$ cat config.mk
export PLATFORM = sky130hd
export DESIGN_NAME = rrds_ctrl
export DESIGN_NICKNAME = d
export VERILOG_FILES = /design/src/hdl/rrds_pkg.sv /design/src/hdl/rrds_ctrl.sv
export SDC_FILE = /design/constraint.sdc
export NUM_CORES = 1
export LEC_CHECK = 0
export BUFFER_PORTS_ARGS = -buffer_cell sky130_fd_sc_hd__buf_2
export CAP_MARGIN = 15
export CORE_MARGIN = 4
export CORE_UTILIZATION = 55
export DETAILED_ROUTE_END_ITERATION = 10
export PLACE_DENSITY = 0.77
export SYNTH_ARGS = -nofsm -noshare
export SYNTH_HDL_FRONTEND = slang
export SYNTH_SLANG_ARGS = --single-unit
$ cat constraint.sdc
create_clock -name clk -period 3.2 [get_ports clk]
set_input_delay 0.48 -clock clk [delete_from_list [all_inputs] [get_ports clk]]
set_output_delay 0.48 -clock clk [all_outputs]
set_load 0.005 [all_outputs]
$ cat src/hdl/rrds_pkg.sv
// Shared types, codes and constants of the daily rainfall-runoff step.
package rrds_pkg;

    typedef struct packed {
        logic [23:0] rainfall;
        logic [23:0] pet;
    } in_t;

    typedef struct packed {
        logic [23:0] runoff;
        logic [23:0] soil_et;
        logic [23:0] soil_level;
        logic [31:0] ground_level;
    } out_t;

    localparam logic [2:0] REG_INTERCEPT_CAPACITY = 3'd0;
    localparam logic [2:0] REG_INFILTRATION_COEFF = 3'd1;
    localparam logic [2:0] REG_INFILTRATION_SHAPE = 3'd2;
    localparam logic [2:0] REG_SOIL_CAPACITY      = 3'd3;
    localparam logic [2:0] REG_INTERFLOW_COEFF    = 3'd4;
    localparam logic [2:0] REG_RECHARGE_COEFF     = 3'd5;
    localparam logic [2:0] REG_BASEFLOW_COEFF     = 3'd6;

    localparam logic [23:0] INTERCEPT_CAPACITY_RESET = 24'd6144;
    localparam logic [23:0] INFILTRATION_COEFF_RESET = 24'd819200;
    localparam logic [15:0] INFILTRATION_SHAPE_RESET = 16'd8192;
    localparam logic [23:0] SOIL_CAPACITY_RESET      = 24'd1228800;
    localparam logic [16:0] INTERFLOW_COEFF_RESET    = 17'd32768;
    localparam logic [16:0] RECHARGE_COEFF_RESET     = 17'd6554;
    localparam logic [16:0] BASEFLOW_COEFF_RESET     = 17'd19661;
    localparam logic [23:0] SOIL_STORE_RESET         = 24'd614400;

    localparam logic [16:0] FRAC_ONE     = 17'd65536;
    localparam logic [15:0] ET_SCALE     = 16'd40960;
    localparam logic [31:0] ONE30        = 32'h4000_0000;
    localparam logic [3:0]  TAYLOR_TERMS = 4'd13;
    localparam logic [4:0]  WDIV_LAST    = 5'd16;
    localparam logic [4:0]  KDIV_LAST    = 5'd3;
    localparam logic [4:0]  WHOLE_MAX    = 5'd16;
    localparam logic [23:0] MAX24        = 24'hFFFFFF;
    localparam logic [31:0] MAX32        = 32'hFFFF_FFFF;

    typedef enum logic [4:0] {
        ST_IDLE, ST_WDIV, ST_MUL_X, ST_SET_E1, ST_MUL_T, ST_DIV_LOAD, ST_DIV_STEP,
        ST_ACC, ST_SET_F, ST_MUL_E, ST_TAKE_E, ST_MUL_INF, ST_INF, ST_MUL_IFW,
        ST_MUL_SRUN, ST_SRUN, ST_MUL_RCW, ST_MUL_REC, ST_REC, ST_MUL_BAS, ST_SOIL,
        ST_FINISH
    } state_t;

    typedef enum logic [4:0] {
        OP_NONE, OP_LOAD, OP_WDIV, OP_MUL_X, OP_SET_E1, OP_MUL_T, OP_DIV_LOAD,
        OP_DIV_STEP, OP_ACC, OP_SET_F, OP_MUL_E, OP_TAKE_E, OP_MUL_INF, OP_INF,
        OP_MUL_IFW, OP_MUL_SRUN, OP_SRUN, OP_MUL_RCW, OP_MUL_REC, OP_REC,
        OP_MUL_BAS, OP_SOIL, OP_FINISH
    } op_t;

    typedef struct packed {
        op_t        op;
        logic [3:0] k;
        logic       first;
    } cmd_t;

    typedef struct packed {
        logic [4:0] whole;
        logic       out_busy;
    } status_t;

endpackage

$ cat src/hdl/rrds_ctrl.sv
// Sequencer that steps the datapath through one day's computation.
module rrds_ctrl (
    input  logic              clk,
    input  logic              rst_n,
    input  logic              in_valid,
    output logic              in_ready,
    input  rrds_pkg::status_t status,
    output rrds_pkg::cmd_t    cmd
);

    rrds_pkg::state_t state_reg, state_next;
    logic [4:0] cnt_reg, cnt_next;
    logic [3:0] k_reg, k_next;
    logic       pass_reg, pass_next;

    always_ff @(posedge clk or negedge rst_n)
    begin
        if (!rst_n)
        begin
            state_reg <= rrds_pkg::ST_IDLE;
            cnt_reg   <= '0;
            k_reg     <= 4'd1;
            pass_reg  <= 1'b0;
        end
        else
        begin
            state_reg <= state_next;
            cnt_reg   <= cnt_next;
            k_reg     <= k_next;
            pass_reg  <= pass_next;
        end
    end

    always_comb
    begin
        state_next = state_reg;
        cnt_next   = cnt_reg;
        k_next     = k_reg;
        pass_next  = pass_reg;
        case (state_reg)
            rrds_pkg::ST_IDLE:
            begin
                if (in_valid)
                begin
                    state_next = rrds_pkg::ST_WDIV;
                    cnt_next   = '0;
                end
            end
            rrds_pkg::ST_WDIV:
            begin
                if (cnt_reg == rrds_pkg::WDIV_LAST)
                    state_next = rrds_pkg::ST_MUL_X;
                else
                    cnt_next = cnt_reg + 5'd1;
            end
            rrds_pkg::ST_MUL_X:
            begin
                state_next = rrds_pkg::ST_SET_E1;
                k_next     = 4'd1;
                pass_next  = 1'b0;
            end
            rrds_pkg::ST_SET_E1:   state_next = rrds_pkg::ST_MUL_T;
            rrds_pkg::ST_MUL_T:    state_next = rrds_pkg::ST_DIV_LOAD;
            rrds_pkg::ST_DIV_LOAD:
            begin
                state_next = rrds_pkg::ST_DIV_STEP;
                cnt_next   = '0;
            end
            rrds_pkg::ST_DIV_STEP:
            begin
                if (cnt_reg == rrds_pkg::KDIV_LAST)
                    state_next = rrds_pkg::ST_ACC;
                else
                    cnt_next = cnt_reg + 5'd1;
            end
            rrds_pkg::ST_ACC:
            begin
                if (k_reg != rrds_pkg::TAYLOR_TERMS)
                begin
                    k_next     = k_reg + 4'd1;
                    state_next = rrds_pkg::ST_MUL_T;
                end
                else if (!pass_reg)
                    state_next = rrds_pkg::ST_SET_F;
                else if (status.whole == '0)
                    state_next = rrds_pkg::ST_MUL_INF;
                else
                begin
                    state_next = rrds_pkg::ST_MUL_E;
                    cnt_next   = '0;
                end
            end
            rrds_pkg::ST_SET_F:
            begin
                state_next = rrds_pkg::ST_MUL_T;
                k_next     = 4'd1;
                pass_next  = 1'b1;
            end
            rrds_pkg::ST_MUL_E:    state_next = rrds_pkg::ST_TAKE_E;
            rrds_pkg::ST_TAKE_E:
            begin
                if (cnt_reg + 5'd1 == status.whole)
                    state_next = rrds_pkg::ST_MUL_INF;
                else
                begin
                    cnt_next   = cnt_reg + 5'd1;
                    state_next = rrds_pkg::ST_MUL_E;
                end
            end
            rrds_pkg::ST_MUL_INF:  state_next = rrds_pkg::ST_INF;
            rrds_pkg::ST_INF:      state_next = rrds_pkg::ST_MUL_IFW;
            rrds_pkg::ST_MUL_IFW:  state_next = rrds_pkg::ST_MUL_SRUN;
            rrds_pkg::ST_MUL_SRUN: state_next = rrds_pkg::ST_SRUN;
            rrds_pkg::ST_SRUN:     state_next = rrds_pkg::ST_MUL_RCW;
            rrds_pkg::ST_MUL_RCW:  state_next = rrds_pkg::ST_MUL_REC;
            rrds_pkg::ST_MUL_REC:  state_next = rrds_pkg::ST_REC;
            rrds_pkg::ST_REC:      state_next = rrds_pkg::ST_MUL_BAS;
            rrds_pkg::ST_MUL_BAS:  state_next = rrds_pkg::ST_SOIL;
            rrds_pkg::ST_SOIL:     state_next = rrds_pkg::ST_FINISH;
            rrds_pkg::ST_FINISH:
            begin
                if (!status.out_busy)
                    state_next = rrds_pkg::ST_IDLE;
            end
            default:               state_next = rrds_pkg::ST_IDLE;
        endcase
    end

    always_comb
    begin
        in_ready  = 1'b0;
        cmd.k     = k_reg;
        cmd.first = (cnt_reg == '0);
        case (state_reg)
            rrds_pkg::ST_IDLE:
            begin
                in_ready = 1'b1;
                cmd.op   = in_valid ? rrds_pkg::OP_LOAD : rrds_pkg::OP_NONE;
            end
            rrds_pkg::ST_WDIV:     cmd.op = rrds_pkg::OP_WDIV;
            rrds_pkg::ST_MUL_X:    cmd.op = rrds_pkg::OP_MUL_X;
            rrds_pkg::ST_SET_E1:   cmd.op = rrds_pkg::OP_SET_E1;
            rrds_pkg::ST_MUL_T:    cmd.op = rrds_pkg::OP_MUL_T;
            rrds_pkg::ST_DIV_LOAD: cmd.op = rrds_pkg::OP_DIV_LOAD;
            rrds_pkg::ST_DIV_STEP: cmd.op = rrds_pkg::OP_DIV_STEP;
            rrds_pkg::ST_ACC:      cmd.op = rrds_pkg::OP_ACC;
            rrds_pkg::ST_SET_F:    cmd.op = rrds_pkg::OP_SET_F;
            rrds_pkg::ST_MUL_E:    cmd.op = rrds_pkg::OP_MUL_E;
            rrds_pkg::ST_TAKE_E:   cmd.op = rrds_pkg::OP_TAKE_E;
            rrds_pkg::ST_MUL_INF:  cmd.op = rrds_pkg::OP_MUL_INF;
            rrds_pkg::ST_INF:      cmd.op = rrds_pkg::OP_INF;
            rrds_pkg::ST_MUL_IFW:  cmd.op = rrds_pkg::OP_MUL_IFW;
            rrds_pkg::ST_MUL_SRUN: cmd.op = rrds_pkg::OP_MUL_SRUN;
            rrds_pkg::ST_SRUN:     cmd.op = rrds_pkg::OP_SRUN;
            rrds_pkg::ST_MUL_RCW:  cmd.op = rrds_pkg::OP_MUL_RCW;
            rrds_pkg::ST_MUL_REC:  cmd.op = rrds_pkg::OP_MUL_REC;
            rrds_pkg::ST_REC:      cmd.op = rrds_pkg::OP_REC;
            rrds_pkg::ST_MUL_BAS:  cmd.op = rrds_pkg::OP_MUL_BAS;
            rrds_pkg::ST_SOIL:     cmd.op = rrds_pkg::OP_SOIL;
            rrds_pkg::ST_FINISH:
                cmd.op = status.out_busy ? rrds_pkg::OP_NONE : rrds_pkg::OP_FINISH;
            default:               cmd.op = rrds_pkg::OP_NONE;
        endcase
    end

endmodule

Yosys cells after proc, flatten, opt, wreduce, memory -nomap -nowiden
Cells that the tools add are included.
- output and inout bits: 11
- logic and storage cells: 77
- bits in registers: 15
- bits of input ports: 9
- multiplexer cells: 24
- reductions and logical operators: 11
- $add $sub $neg: 2
- eq/ne operators: 36
- operators with widths (kind ; number):
    5-bit one-hot mux with 22 select lines ; 1
    5-bit one-hot mux with 21 select lines ; 1
    5-bit two-way mux ; 12
    5-bit by 4-bit == test with 1-bit output, second input constant ; 8
    5-bit == test, second input constant ; 7
    5-bit one-hot mux with 6 select lines ; 1
    2-bit != test, second input constant ; 11
    5-bit by 3-bit == test with 1-bit output, second input constant ; 4
    5-bit by 2-bit == test with 1-bit output, second input constant ; 3
    5-bit logical NOT ; 3
    4-bit two-way mux ; 2
    4-bit one-hot mux with 2 select lines ; 1
    8-bit AND reduction ; 1
    2-bit two-way mux ; 3
    6-bit nonzero test ; 1
    5-bit by 1-bit adder with 5-bit output, second input constant ; 1
    5-bit by 1-bit == test with 1-bit output, second input constant ; 1
    5-bit == test ; 1
    4-bit by 1-bit adder with 4-bit output, second input constant ; 1
    4-bit != test, second input constant ; 1
    4-bit AND reduction ; 1
    2-bit nonzero test ; 2
    2-bit OR reduction ; 2
    1-bit two-way mux ; 2
    2 further kinds ; 2

Logic depth before layout (Yosys ltp)
Gate-level depths: netlist of run 1.
- word-level depth: 5
- gate-level depth with buffers: 9
- depth with buffers taken out: 8

Least setup slack after synthesis of run 1
Ideal clock, no wire load.
- path kind: reg2reg
- start point: reg cnt_reg[0]
- end point: reg cnt_reg[0]
- cell stages (with the launch flop): 8
- setup time: 125 ps
- clock period less this slack: 2252 ps
- data arrival time: 2127 ps
- buffers on the path: 1
- required time: 3075 ps
- path slack: 948 ps
- path through: dfrtp_1 > ha_1 > nand3_1 > or3_4 > a2111oi_4 > or4_1 > buf_4 > mux2_4
- cells in the longest elaborated chain, start to end: 4
- elaborated cells between the ends (all ways): 12
- classes of those cells: add/sub (1); eq/ne (6); mux (4); reduce/logical (1)
- ends and longest elaborated chain (what ; line ; source):
    from (decl) ; rrds_ctrl.sv:12 ; logic [4:0] cnt_reg, cnt_next;
    from (signal assigned) ; rrds_ctrl.sv:28 ; cnt_reg <= cnt_next;
    5-bit by 1-bit adder with 5-bit output ; -- ;
    5-bit == test ; rrds_ctrl.sv:102 ; if (cnt_reg + 5'd1 == status.whole)
    2-bit != test (no line) ; -- ;
    8-bit AND reduction (no line) ; -- ;
Several ways; a longest one is shown, not always the timed one. The select of a mux whose other input is x is not followed.
A chain may end at the register's enable or synchronous reset.

Final worst setup path of run 1
Same ends and word-level chain as after synthesis.

==> impl_metrics.csv, run 1 <==
group,metric,value,unit
status,status,"finished, final reports clean",
sta,tightest_slew,0.658,ns
finish,final_cells,213,
finish,multi_input_area,907,um^2
finish,n_fill_cell,201,
routing,routed_wl,3360,um
finish,utilization,64.5,%
sta,final_hold_viol_count,0,
routing,drt-met1-wl,1580,um
setup_path,crit_chain,"ha_1 > nand3_1 > or3_4 > a2111oi_4 > or4_1 > mux2_4",
yosys,synth_top_area_share,25.4,%
setup_path,crit_buf_inv,0,
die,num_rows,17,
die,core_area,2300,um^2
setup_path,slowest_stage,"dfrtp_1",
yosys,ys_types,48,
place,place.gp.congestion,0.881,
cts,clock_sinks,15,
sta,fin_crit,2.55,ns
yosys,syn_inst,174,
routing,postRouteAntennaNets,0,
setup_path,critPathRequiredTime,3.38,ns
setup_path,worst_path_dominant_cell_family,"simple AND/OR/NAND/NOR gates",
finish,n_antenna_cell,0,
die,fp.dieArea,3370,um^2
grt,grt_pass1_wl,5660,um
cts,htree_levels,1,
yosys,ys_ff_latch,15,
setup_path,r2r_start,"cnt_reg[0]",
yosys,syn_area_per_cell,7.93,um^2
power_and_ir_drop,p_leak,0.645,nW
setup_path,cp.arrival,2.73,ns
yosys,synthArstFlopShare,100,%
yosys,synth_edf_count,0,
routing,num_vias,1351,
place,portBuffers,19,
sta,fin_skew,0.000379,ns
finish,design_area,1480,um^2
yosys,syn_area,1380,um^2
yosys,synth.most_common_cell,"nor2_1",
routing,dr.pass1.iters,4,
routing,wire_per_inst,15.8,um
setup_path,worst_setup_path_start_kind,"flip-flop",
cts,cts_setup_buffers,0,
yosys,yosysWarnings,0,
power_and_ir_drop,p_per_area,928,nW/um^2
place,placed_cell_area,1460,um^2
sta,fin_setup_tns,0,ns
yosys,synthTopCellsByArea,"dfrtp_1 (25%), a21oi_1 (4.7%), nor2_1 (4.6%)",
cts,ctsHoldBuffers,0,
power_and_ir_drop,ir_worst_vdd,575,uV
place,placed_cells,209,
yosys,yosysTopAreaCell,"dfrtp_1",
die,start_util,60.1,%
setup_path,worst-r2r-cell-count,6,
routing,top_layer,"met4",
die,ios,20,
finish,drive_above_1_share,18.9,%
grt,grt_max_degree,24,
routing,wl_met2,1570,um
yosys,synth_common_cells,"nor2_1 (17), dfrtp_1 (14), nand2_1 (14)",
cts,clock_latency,0.29,ns
setup_path,critPathCaptureType,"flip-flop",
sta,relSlewSlack,56.1,%
grt,grt_usage,21.2,%
run,max_cap_violations,0,
setup_path,r2r_setup_slack,0.65,ns
sta,fin_crit_sh,79.6,%
cts,cts-root-buf,"clkbuf_4",
setup_path,cp-startpoint,"cnt_reg[0]",
sta,slew_viol_final,0,
cts,numCtsBuffers,3,
setup_path,r2r_end,"cnt_reg[0]",
yosys,ys_seq_area_share,27.3,%
sta,setup_viol,0,
setup_path,timing.critical_path.to,"cnt_reg[0]",
cts,clkTransAtPathRegs,0.09,ns
yosys,synth_nets,187,
cts,ctsLongestPathBuffers,2,
grt,grt_antenna_before_repair,0,
sta,rsz0062_at_grt,"false",
routing,drc,0,
routing,avgViaCountPerCell,6.34,
yosys,ys_dominant_reg_cell,"dfrtp_1",
die,die_width,58.1,um
place,post-dp-hpwl,2450,um
setup_path,cp_max_fo,7,
setup_path,crit_cells,6,
cts,cts_tree,"done",
grt,grt_overflow,0,
setup_path,cp_slowest_stage_delay,0.47,ns
routing,wl_met3,129,um
die,die_h,58.1,um
finish,regArea,377,um^2
power_and_ir_drop,finalPower,0.00138,W
sta,fmax,392,MHz
grt,grt_pass1_vias,1261,
min_path,holdCritPathClass,"in2async",
finish,syn_to_final_growth,7.34,%
cts,cts_resized,0,
finish,nets,199,
routing,dr.first_iter.drc_count,63,
setup_path,criticalPathCategory,"reg2reg",
where the power goes:
group | internal (W) | switching (W)
clock | 0.0000486 | 0.0000642
combinational | 0.000374 | 0.000465
sequential | 0.000256 | 0.000166
layer usage:
layer | GRT usage [%] | vias to the layer above
li1 | - | 661
met1 | 29.3 | 643
met2 | 33.5 | 40
met3 | 1.56 | 7
met4 | 9.60 | 0
met5 | 0 | -
metrics by stage:
step / setup slack [ns] / hold WS (ns)
6_report: 0.652 / 0.0881
5_1_grt: 0.500 / 0.104
4_1_cts: 0.679 / 0.0949
3_5_place_dp: 0.704 / 0.409
3_3_place_gp: 0.786 / 0.397
2_1_floorplan: 0.948 / 0.184
cell type report:
type	count	area share (%)
sequential	15	25.4
timing repair buffer	20	6.93
clock buffer	4	1.77
multi-input combinational	137	61.2
inverter	9	2.28
tap	28	2.36
worst min-delay path by stage:
stage	cells past startpoint	slack (ns)	start	end
6_report	1	0.09	rst_n	cnt_reg[2]
5_1_grt	1	0.10	rst_n	state_reg[2]
4_1_cts	1	0.09	rst_n	state_reg[2]
3_5_place_dp	1	0.41	rst_n	cnt_reg[1]
3_3_place_gp	1	0.40	rst_n	cnt_reg[2]
2_1_floorplan	0	0.18	rst_n	cnt_reg[0]
cell families after synthesis:
family / after synthesis / share of synthesized area [%]
and+or+nand+nor: 71 / 26.9
AOI/OAI and AO/OA: 49 / 26.4
buffers and inverters: 22 / 6.98
DFF: 15 / 27.3
xor gates and xnor gates: 11 / 6.98
adders and majority gates: 4 / 3.63
muxes: 2 / 1.81
placed cells by master (no fill, tap or decap), types with 2 or more instances in the layout:
cell type	n
o41ai_1	4
a21oi_1	13
nor2_1	17
nor4b_1	2
xnor2_1	5
or2_2	3
nand2b_1	4
a31oi_1	4
buf_2	19
o21ai_0	9
dfrtp_1	14
nand4_1	2
nor3_1	7
xor2_1	6
nor2b_1	2
or3_1	2
nand2_1	14
o31ai_1	5
nand3_1	7
clkbuf_4	3
nor3b_1	3
ha_1	4
a31o_2	2
a21o_1	2
inv_1	9
worst register-to-register path, stage by stage, from the launching register on:
cell and delay (ns):
dfrtp_1 0.47, ha_1 0.33, nand3_1 0.13, or3_4 0.36, a2111oi_4 0.47, or4_1 0.34
mux2_4 0.33
No activity file was read; power rests on OpenSTA's default activity.
==> inputs of run 2 (changes only) <==
- CORE_UTILIZATION: 55 -> 51
- PLACE_DENSITY: 0.77 -> 0.75
- clock period: 3.2 -> 2.3 ns (I/O delays scaled with it)
==> impl_metrics.csv, run 2 (synthesis results as in run 1) <==
group,metric,value,unit
sta,fin_crit,2.20,ns
grt,grt_usage,23.1,%
cts,clkTransAtPathRegs,0.10,ns
cts,cts_tree,"done",
cts,htree_levels,1,
place,post-dp-hpwl,2900,um
cts,cts-root-buf,"clkbuf_4",
routing,num_vias,1447,
run,max_cap_violations,0,
place,portBuffers,19,
setup_path,cp_max_fo,4,
sta,tightest_slew,0.678,ns
finish,mostFrequentLayoutCell,"buf_4",
routing,dr.first_iter.drc_count,108,
setup_path,r2r_setup_slack,0.1,ns
die,fp.dieArea,3600,um^2
routing,drc,0,
grt,grt_pass1_vias,1384,
setup_path,critPathRequiredTime,2.49,ns
setup_path,r2r_end,"cnt_reg[3]",
power_and_ir_drop,switching_share,47.6,%
routing,routed_wl,3810,um
finish,mostFrequentLayoutCells,"buf_4 (21), buf_2 (19), nor2_1 (17)",
cts,ctsLongestPathBuffers,2,
power_and_ir_drop,pwr-share-comb,70.4,%
die,start_util,54.7,%
die,num_rows,18,
setup_path,worst_path_dominant_cell_family,"simple AND/OR/NAND/NOR gates",
sta,fin_skew,0.00774,ns
finish,regArea,378,um^2
finish,n_antenna_cell,0,
power_and_ir_drop,seqPwrFrac,22.6,%
setup_path,slowest_stage,"or4_4",
finish,n_fill_cell,222,
sta,relSlewSlack,54.2,%
die,core_area,2520,um^2
sta,fin_crit_sh,95.7,%
setup_path,crit_cells,8,
power_and_ir_drop,p_per_area,1360,nW/um^2
power_and_ir_drop,internal-power,0.00119,W
die,die_h,60.0,um
finish,design_area,1670,um^2
cts,clock_latency,0.29,ns
power_and_ir_drop,ir_worst_vdd,774,uV
grt,grt_max_degree,16,
sta,final_hold_viol_count,0,
finish,syn_to_final_growth,20.9,%
setup_path,cp.arrival,2.40,ns
die,ios,20,
setup_path,r2r_start,"cnt_reg[0]",
setup_path,worst-r2r-cell-count,8,
setup_path,cp_slowest_stage_delay,0.54,ns
setup_path,crit_chain,"inv_1 > ha_1 > nor4bb_1 > a221oi_2 > o31ai_1 > or4_4 > buf_4 > o41ai_2",
routing,avgViaCountPerCell,6.13,
die,die_width,60.0,um
cts,numCtsBuffers,3,
finish,nets,220,
place,placed_cells,230,
grt,grt_pass1_wl,6300,um
routing,postRouteAntennaNets,0,
place,place.gp.congestion,0.875,
setup_path,worst_setup_path_start_kind,"flip-flop",
power_and_ir_drop,clkPwrFrac,7.0,%
sta,setup_viol,0,
setup_path,crit_buf_inv,2,
finish,drive_above_1_share,29.1,%
status,status,"finished, final reports clean",
min_path,holdCritPathClass,"in2async",
setup_path,critPathCaptureType,"flip-flop",
sta,rsz0062_at_grt,"true",
finish,final_cells,236,
grt,grt_overflow,0,
finish,multi_input_area,930,um^2
power_and_ir_drop,p_leak,0.756,nW
power_and_ir_drop,switching_power,0.00108,W
cts,clock_sinks,15,
sta,fmax,454,MHz
place,placed_cell_area,1600,um^2
routing,wire_per_inst,16.1,um
grt,grt_antenna_before_repair,0,
routing,dr.pass1.iters,4,
sta,slew_viol_final,0,
setup_path,criticalPathCategory,"reg2reg",
==> run 2: changes by cell type in the layout (fill, tap and decap cells not counted), sizes merged <==
cell	change
buf	+20
dlygate4sd3	+1
==> run 2: area by class of cell <==
class	instances	share of cell area [%]
sequential	15	22.7
tap	30	2.25
timing repair buffer	41	15.8
inverter	9	2.03
clock buffer	4	1.58
multi-input combinational	137	55.7
==> run 2: stage by stage <==
stage	hold slack [ns]	setup WS (ns)	power, W	utilization [%]	setup TNS (ns)
6_report	0.477	0.0986	0.00227	66.1	0
3_3_place_gp	0.268	0.120	0.00195	63.4	0
5_1_grt	0.518	-0.0258	0.00245	66.1	-0.0258
2_1_floorplan	0.0494	0.0480	0.00142	-	0
3_5_place_dp	0.276	-0.00709	0.00202	63.4	-0.00709
4_1_cts	0.491	0.0518	0.00221	65.0	0
==> run 2: how the worst max path moves through the flow <==
| stage | startpoint | endpoint | slack, ns |
|---|---|---|---|
| 5_1_grt | cnt_reg[0] | cnt_reg[3] | -0.03 |
| 4_1_cts | cnt_reg[1] | cnt_reg[3] | 0.05 |
| 3_3_place_gp | cnt_reg[1] | cnt_reg[3] | 0.12 |
| 3_5_place_dp | cnt_reg[1] | cnt_reg[3] | -0.007 |
| 6_report | cnt_reg[0] | cnt_reg[3] | 0.1 |
| 2_1_floorplan | cnt_reg[0] | cnt_reg[0] | 0.05 |
==> run 2: power by group through the flow <==
stage	combinational, W	clock (W)	sequential (W)
2_1_floorplan	0.000976	0	0.000442
3_3_place_gp	0.00145	0	0.000502
3_5_place_dp	0.00151	0	0.000513
4_1_cts	0.00154	0.000159	0.000508
5_1_grt	0.00176	0.000169	0.000529
6_report	0.00160	0.000158	0.000512
==> run 2: per-layer routing <==
metal | GRT usage (%) | up-vias | routed length (um)
met2 | 41.8 | 51 | 1950
met3 | 1.94 | 7 | 171
met1 | 28.0 | 694 | 1620
met5 | 0 | - | 0
li1 | - | 695 | -
met4 | 8.23 | 0 | 70
==> run 2: repair_timing <==
| item | CTS | global route |
|---|---|---|
| pin swaps | 0 | 0 |
| setup buffers | 0 | 1 |
| gates resized for setup | 1 | 4 |
| setup endpoints to repair | 2 | 4 |
| hold buffers | 1 | 0 |
| endpoints found under the hold margin | 14 | 0 |
==> inputs of run 3 (changes only) <==
- ABC_AREA: unset -> 1
- CORE_UTILIZATION: 51 -> 40
- PLACE_DENSITY: 0.75 -> unset
==> impl_metrics.csv, run 3 <==
group,metric,value,unit
status,status,"complete, but fails checks",
status,violations,"hold timing",
power_and_ir_drop,p_leak,0.989,nW
yosys,ys_types,28,
routing,dr.first_iter.drc_count,132,
sta,fin_setup_tns,0,ns
yosys,synthTopCellsByArea,"dfrtp_1 (23%), nand2_1 (21%), nor2_1 (10%)",
grt,grt_max_degree,16,
setup_path,worst_setup_path_start_kind,"flip-flop",
place,placed_cells,314,
setup_path,critPathCaptureType,"output port",
sta,fin_crit_sh,89.1,%
yosys,syn_inst,250,
sta,slew_viol_final,0,
grt,top_usage_layer,"met1",
die,fp.dieArea,4790,um^2
finish,drive_above_1_share,19.5,%
place,post-dp-hpwl,3220,um
finish,mostFrequentLayoutCell,"nand2_1",
yosys,ys_seq_area_share,25.1,%
yosys,syn_area_per_cell,6.00,um^2
cts,clock_latency,0.24,ns
yosys,synthArstFlopShare,100,%
setup_path,criticalPathCategory,"reg2out",
sta,fin_skew,0.00344,ns
sta,relSlewSlack,72.6,%
finish,multi_input_area,981,um^2
yosys,ys_dominant_reg_cell,"dfrtp_1",
cts,htree_levels,1,
sta,fmax,488,MHz
grt,grt_antenna_before_repair,0,
routing,wire_per_inst,11.9,um
cts,clkTransAtPathRegs,0.06,ns
grt,grt_pass1_wl,6530,um
grt,grtUsageMet2,24.0,%
yosys,syn_area,1500,um^2
grt,grt_overflow,0,
sta,fin_crit,2.05,ns
place,place.gp.congestion,0.915,
sta,setup_viol,0,
yosys,synth_top_area_share,23.4,%
cts,ctsHoldBuffers,0,
cts,cts_setup_buffers,0,
yosys,synth_common_cells,"nand2_1 (83), nor2_1 (40), inv_1 (29)",
finish,nets,286,
yosys,ys_ff_latch,15,
cts,cts-root-buf,"clkbuf_8",
grt,met1_usage,24.4,%
cts,cts_resized,0,
die,die_h,69.2,um
sta,hold_ws,-0.00991,ns
routing,routed_wl,3770,um
cts,ctsLongestPathBuffers,2,
run,max_cap_violations,0,
finish,n_antenna_cell,0,
routing,drc,0,
power_and_ir_drop,p_per_area,1060,nW/um^2
setup_path,cp_max_fo,8,
finish,n_fill_cell,400,
cts,clock_sinks,15,
yosys,yosysWarnings,0,
grt,grt_pass1_vias,1465,
power_and_ir_drop,ir_worst_vdd,514,uV
sta,tightest_slew,0.408,ns
yosys,synth.most_common_cell,"nand2_1",
place,portBuffers,19,
finish,regArea,377,um^2
die,ios,20,
finish,final_cells,318,
die,die_width,69.2,um
setup_path,critPathRequiredTime,1.96,ns
die,num_rows,21,
grt,grt_usage,16.6,%
setup_path,cp.arrival,1.70,ns
die,start_util,43.3,%
yosys,synth_edf_count,0,
min_path,holdCritPathClass,"in2async",
cts,cts_tree,"done",
routing,num_vias,1573,
grt,grt_use_met3,2.61,%
sta,rsz0062_at_grt,"false",
yosys,yosysTopAreaCell,"dfrtp_1",
die,core_area,3470,um^2
finish,mostFrequentLayoutCells,"nand2_1 (83), nor2_1 (40), inv_1 (29)",
routing,dr.pass1.iters,4,
sta,final_hold_viol_count,14,
cts,numCtsBuffers,3,
routing,postRouteAntennaNets,0,
finish,syn_to_final_growth,12.8,%
routing,avgViaCountPerCell,4.95,
yosys,synth_nets,263,
==> run 3: cells by family after synthesis <==
logic type	after synthesis	synth area share [%]
buf+inv	37	9.51
simple gates	178	56.0
compound gates	16	6.00
flops	15	25.1
fa+ha+maj	4	3.34
==> run 3: worst paths after layout <==
check	from	end	slack, ns	cells after the start
hold / removal	rst_n	cnt_reg[2]	-0.01	1
setup / recovery	state_reg[3]	cmd[9]	0.25	6
min in group clk	status[0]	state_reg[2]	0.36	3
setup reg to reg	cnt_reg[0]	cnt_reg[1]	0.56	12
max in group asynchronous	rst_n	k_reg[0]	2.01	1
hold reg to reg	pass_reg	pass_reg	0.52	2
==> run 3: layout make-up <==
| class | count | share of cell area (%) |
|---|---|---|
| multi-input combinational | 198 | 57.9 |
| sequential | 15 | 22.2 |
| inverter | 36 | 8.13 |
| timing repair buffer | 19 | 5.62 |
| tap | 46 | 3.40 |
| clock buffer | 4 | 2.66 |
==> run 3: power by group <==
group | internal, W | switching, W | leakage (nW) | total (W)
clock network | 0.000122 | 0.0000824 | 0.0228 | 0.000205
logic | 0.000406 | 0.000756 | 0.766 | 0.00116
registers | 0.000336 | 0.0000952 | 0.201 | 0.000431
total | 0.000864 | 0.000934 | 0.989 | 0.00180
==> run 3: per-stage QoR <==
stage / worst slack [ns] / cell area, um^2 / total power, W / hold slack, ns / util (%)
floorplan: 0.794 / 1500 / 0.00126 / 0.0494 / -
global placement: 0.480 / 1650 / 0.00162 / 0.260 / 47.5
detailed placement: 0.525 / 1650 / 0.00160 / 0.266 / 47.5
CTS: 0.251 / 1690 / 0.00181 / 0.00166 / 48.8
global route: 0.0874 / 1690 / 0.00200 / 0.0142 / 48.8
finish: 0.251 / 1690 / 0.00180 / -0.00991 / 48.8
==> run 3: critical path: stages, from the launching register on <==
cell,delay [ns]
dfrtp_1,0.48
nor2_4,0.11
nand3_1,0.13
nand2_1,0.11
nor4_1,0.38
nand2_1,0.11
buf_2,0.15
==> run 3: per-layer routing <==
layer,vias up,share of wire (%)
met3,9,6.3
met4,0,2.4
li1,834,-
met2,43,40
met5,-,0
met1,687,51
